--- config.mk ---
export PLATFORM = sky130hd
export DESIGN_NAME = cbn_overlap
export DESIGN_NICKNAME = d
export VERILOG_FILES = /design/src/hw/rtl/assert_macros.svh /design/src/hw/rtl/cbn_pkg.sv /design/src/hw/rtl/cbn_overlap.sv
export SDC_FILE = /design/constraint.sdc
export NUM_CORES = 2
export LEC_CHECK = 0
export ABC_AREA = 1
export BUFFER_PORTS_ARGS = -buffer_cell sky130_fd_sc_hd__buf_2
export CELL_PAD_IN_SITES_DETAIL_PLACEMENT = 0
export CELL_PAD_IN_SITES_GLOBAL_PLACEMENT = 1
export CORE_MARGIN = 5
export CORE_UTILIZATION = 50
export DETAILED_ROUTE_END_ITERATION = 10
export GPL_ROUTABILITY_DRIVEN = 0
export PLACE_DENSITY_LB_ADDON = 0.1
export SYNTH_ARGS = -nofsm -noshare
export SYNTH_HDL_FRONTEND = slang
export SYNTH_SLANG_ARGS = --single-unit
--- constraint.sdc ---
create_clock -name clk -period 9 [get_ports clk]
set_input_delay 0.9 -clock clk [delete_from_list [all_inputs] [get_ports clk]]
set_output_delay 0.9 -clock clk [all_outputs]
set_load 0.01 [all_outputs]
--- src/hw/rtl/assert_macros.svh ---
// Assertion helpers for the box suppression block
`ifndef ASSERT_MACROS_SVH
`define ASSERT_MACROS_SVH

// Implication checked on every clock edge outside reset
`define ASSERT_IMPL(label, clk, rst_n, cond, msg) \
  label: assert property (@(posedge clk) disable iff (!rst_n) (cond)) else $error(msg);

// Condition that must hold at every edge, reset included
`define ASSERT_ALWAYS(label, clk, cond, msg) \
  label: assert property (@(posedge clk) (cond)) else $error(msg);

`endif

--- src/hw/rtl/cbn_pkg.sv ---
// ---------------------------------------------------------------------------
// cbn_pkg
// Shared constants and types for per-class box suppression.
// ---------------------------------------------------------------------------
package cbn_pkg;

  localparam int unsigned MaxBoxes   = 64;
  localparam int unsigned NumClasses = 80;
  localparam int unsigned CoordW     = 16;
  localparam int unsigned ConfW      = 16;
  localparam int unsigned ClassW     = 7;
  localparam int unsigned CfgIdxW    = 2;
  localparam int unsigned CfgDataW   = 64;

  // Register indexes
  localparam logic [CfgIdxW-1:0] RegScoreThr   = 2'd0;
  localparam logic [CfgIdxW-1:0] RegOverlapThr = 2'd1;
  localparam logic [CfgIdxW-1:0] RegMaskLow    = 2'd2;
  localparam logic [CfgIdxW-1:0] RegMaskHigh   = 2'd3;

  localparam logic [15:0] ScoreThrReset   = 16'd32768;
  localparam logic [15:0] OverlapThrReset = 16'd29491;

  typedef struct packed {
    logic [CoordW-1:0] center_x;
    logic [CoordW-1:0] center_y;
    logic [CoordW-1:0] box_width;
    logic [CoordW-1:0] box_height;
    logic [ConfW-1:0]  confidence;
    logic [ClassW-1:0] class_index;
    logic              last_candidate;
  } cand_t;

  typedef struct packed {
    logic [CoordW-1:0] kept_center_x;
    logic [CoordW-1:0] kept_center_y;
    logic [CoordW-1:0] kept_width;
    logic [CoordW-1:0] kept_height;
    logic [ConfW-1:0]  kept_confidence;
    logic [ClassW-1:0] kept_class;
    logic              final_result;
    logic              none_kept;
  } kept_t;

  typedef struct packed {
    logic [CoordW-1:0] cx;
    logic [CoordW-1:0] cy;
    logic [CoordW-1:0] w;
    logic [CoordW-1:0] h;
  } geom_t;

  // Overlap unit request / response
  typedef struct packed {
    logic  start;
    geom_t a;
    geom_t b;
  } ovl_req_t;

  typedef struct packed {
    logic done;
    logic hit;
  } ovl_rsp_t;

endpackage

--- src/hw/rtl/cbn_overlap.sv ---
// ---------------------------------------------------------------------------
// cbn_overlap
// Multi-cycle IoU test: inter*65536 > thresh*union on doubled edges.
// ---------------------------------------------------------------------------
module cbn_overlap
  import cbn_pkg::*;
(
  input  logic        clk,
  input  logic        rst_n,
  input  logic [15:0] thresh,
  input  ovl_req_t    req,
  output ovl_rsp_t    rsp
);

  // Stage valid shift line
  logic [3:0] vld_r;

  // Stage 1: edges and intersection extents (19-bit signed)
  logic signed [18:0] il_r, ir_r, it_r, ib_r;
  logic [15:0]        aw_r, ah_r, bw_r, bh_r;

  // Stage 2: products
  logic [37:0] inter_r;
  logic [33:0] area_a_r, area_b_r;
  logic        disj_r;

  // Stage 3: union
  logic [37:0] inter2_r;
  logic signed [36:0] uni_r;
  logic        disj2_r;

  logic signed [18:0] al, ar, at, ab, bl, br, bt, bb;
  logic signed [19:0] dx, dy;
  logic signed [54:0] lhs, rhs;
  logic [35:0] sum_area;

  always_comb begin
    al = $signed({2'b0, req.a.cx, 1'b0}) - $signed({3'b0, req.a.w});
    ar = $signed({2'b0, req.a.cx, 1'b0}) + $signed({3'b0, req.a.w});
    at = $signed({2'b0, req.a.cy, 1'b0}) - $signed({3'b0, req.a.h});
    ab = $signed({2'b0, req.a.cy, 1'b0}) + $signed({3'b0, req.a.h});
    bl = $signed({2'b0, req.b.cx, 1'b0}) - $signed({3'b0, req.b.w});
    br = $signed({2'b0, req.b.cx, 1'b0}) + $signed({3'b0, req.b.w});
    bt = $signed({2'b0, req.b.cy, 1'b0}) - $signed({3'b0, req.b.h});
    bb = $signed({2'b0, req.b.cy, 1'b0}) + $signed({3'b0, req.b.h});
    dx = {ir_r[18], ir_r} - {il_r[18], il_r};
    dy = {ib_r[18], ib_r} - {it_r[18], it_r};
  end

  // Advance the pipeline
  always_ff @(posedge clk) begin
    if (!rst_n) begin
      vld_r <= '0;
    end else begin
      vld_r <= {vld_r[2:0], req.start};
    end
    il_r <= (al > bl) ? al : bl;
    ir_r <= (ar < br) ? ar : br;
    it_r <= (at > bt) ? at : bt;
    ib_r <= (ab < bb) ? ab : bb;
    aw_r <= req.a.w;
    ah_r <= req.a.h;
    bw_r <= req.b.w;
    bh_r <= req.b.h;
    disj_r   <= dx[19] || dy[19];
    inter_r  <= 38'(dx[18:0]) * 38'(dy[18:0]);
    area_a_r <= 34'({aw_r, 2'b0}) * 34'(ah_r);
    area_b_r <= 34'({bw_r, 2'b0}) * 34'(bh_r);
    inter2_r <= inter_r;
    disj2_r  <= disj_r;
    uni_r    <= $signed({1'b0, sum_area}) - $signed(inter_r[36:0]);
  end

  assign sum_area = 36'(area_a_r) + 36'(area_b_r);
  assign lhs = $signed({1'b0, inter2_r[37:0], 16'b0});
  assign rhs = 55'($signed({1'b0, thresh})) * 55'(uni_r);

  logic hit_r;
  always_ff @(posedge clk) begin
    hit_r <= !disj2_r && (lhs > rhs);
  end

  assign rsp.done = vld_r[3];
  assign rsp.hit  = hit_r;

endmodule

==> results.toml <==
[job]
maxCapViolations = 0

[route]
dr.pass1.iters = 6
drc = 0
routed_wirelength_um = 219000
avgViaCountPerCell = 5.22
postRouteAntennaNets = 0
vias = 59352
avgRoutedWirePerCell_um = 19.2
drt_iter0_drc = 4274

[synthesis]
yosysMostFrequentCell = "inv_1"
synth_edf_count = 0
ys_ff_latch = 319
ys.flop_type = "dfxtp_1"
synth_common_cells = "inv_1 (2473), nand2_1 (2203), fa_1 (1246)"
async_flop_share = 0
syn_area_per_cell_um2 = 7.63
syn_nets = 11664
synth_area_leaders = "fa_1 (34%), ha_1 (14%), inv_1 (13%)"
synth_area_mm2 = 0.0724
yosysUniqueCellTypes = 69
post-synth-top-area-cell = "fa_1"
synthCells = 9480
ys.warnings.count = 0
seq_area_frac_synth = 0.0882
synth_top_area_frac = 0.345

[clock_network]
root_buffer = "clkbuf_16"
cts.sinks = 319
cts_max_level = 2
ctsHoldBuffers = 0
clk_pin_slew_ps = 60
cts_resized = 0
post-cts-setup-buffers = 0
cts_tree = "yes"
cts_made_buffers = 39
clk_latency_ps = 640
cts_max_path_buffers = 3

[worst_setup_path]
cp-end-kind = "flip-flop"
crit_path_frequent_cell = "fa_1"
slowest_stage = "fa_1"
max_stage_delay_ps = 630
crit_path_max_fanout = 9
cp.required_ps = 9540
timing.critical_path.arrival_ps = 8600
startpoint_type = "flip-flop"
crit_type = "reg2reg"

[finish]
multi_input_area_mm2 = 0.0553
seq_area_mm2 = 0.00639
drive_gt1_frac = 0.0461
area_growth_pct = 5.58
fin_nets = 11629
fillCellCount = 14289

[grt]
antenna_found_initial = 7
grt_max_degree = 31
grt_usage = 0.291
gr-total-overflow = 0
grt_first_pass_wirelength_um = 347000
grt_pass1_vias = 61506

[die]
rows = 139
die_h_um = 390
io_pins = 149
design.core.area_mm2 = 0.144
initial_utilization = 0.504
die_x_um = 390
dieArea_mm2 = 0.152

[timing]
finalHoldViolCount = 0
clock_skew_ps = 42.2
final-setup-viol-count = 0
drv_slew = 0
slew_headroom = 0.205
max_freq_mhz = 124
worst_pin_slew_ps = 1180
min_period_ps = 8060
whs_ps = 328
finalCritPeriodShare = 0.896
rsz0062_at_grt = "no"
setup_tns_ps = 0

[run_status]
status = "complete, no violations"

[min_path]
hold_path.class = "reg2reg"

[placed_design]
dp_hpwl_um = 187000
port_buffers = 148
layer usage:
layer	track usage	vias to the layer above	wire length, um
li1	-	27940	-
met1	0.404	29268	96200
met2	0.480	1861	101000
met3	0.0386	283	14300
met4	0.0812	0	7060
met5	0	-	0
critical path, delay by kind of cell, from the launching register on:
kind                     cells  cell delay (ps)
XOR/XNOR                     1              150
adder cells (fa/ha/maj)      9             4060
buffers and inverters        8             1410
AND/OR/NAND/NOR             12             2050
flip-flops                   1              300
flip-flops by register name, summed over array words and instances, names as in the netlist, 18 cells and up:
name / cells
uni_r: 37
inter2_r: 37
ir_r: 18
area_b_r: 32
it_r: 18
area_a_r: 32
il_r: 18
ib_r: 18
inter_r: 38
worst paths after layout:
path / startpoint / end / slack [ps] / depth (start not counted)
max: ib_r[0] / inter_r[37] / 940 / 30
max reg2reg: ib_r[0] / inter_r[37] / 940 / 30
min reg2reg: disj_r / disj2_r / 330 / 0
min: disj_r / disj2_r / 330 / 0
layout by cell type, fill, tap and decap left out, types with 7 or more instances in the layout:
cell type,synthesis,final
inv_1,2473,2473
nand2_1,2203,2203
fa_1,1246,1246
ha_1,791,791
a21oi_1,425,425
nor2_1,420,420
dfxtp_1,319,319
o21ai_0,233,233
xor2_1,231,228
nand3_1,217,217
buf_2,32,148
buf_4,9,120
xnor2_1,78,78
nor3_1,60,60
a21o_1,53,53
nand4_1,48,48
o21bai_1,39,39
clkbuf_16,0,39
a31oi_1,35,35
o21ai_1,24,24
nor4_1,24,24
nor2_2,22,22
o21a_1,19,19
nand2_2,19,19
inv_2,14,14
o211ai_1,12,12
o31ai_1,10,10
o221ai_1,9,9
a211oi_1,9,9
a21boi_1,8,8
xor2_2,6,8
a21oi_2,7,7
o2111ai_1,7,7
inv_6,0,7
per-stage QoR:
step | std cells | utilization | worst slack [ps] | cell area (um2)
floorplan | 9480 | - | 1440 | 72400
global placement | 11307 | 0.522 | 564 | 75100
detailed placement | 11307 | 0.522 | 646 | 75100
CTS | 11375 | 0.532 | 996 | 76400
global route | 11375 | 0.532 | 570 | 76400
finish | 11378 | 0.532 | 936 | 76400
logic make-up (layout without fill, tap and decap cells):
family / after synthesis / count (layout) / synth area share
compound gates: 922 / 922 / 0.0732
simple gates: 3046 / 3046 / 0.168
flops: 319 / 319 / 0.0882
other cells: 0 / 3 / 0
xor+xnor: 320 / 320 / 0.0400
fa+ha+maj: 2037 / 2037 / 0.481
buf+inv: 2836 / 2828 / 0.149
layout make-up:
type                       instances  area share
antenna                            3   0.0000982
clock buffer                      47      0.0134
clock inverter                    21     0.00437
inverter                        2491       0.122
multi-input combinational       6325       0.723
sequential                       319      0.0836
tap                             1903      0.0312
timing repair buffer             269      0.0217
Power is left out: the tool's default activity adds up to more than one toggle a clock period on the data nets, which glitch-free logic cannot reach.
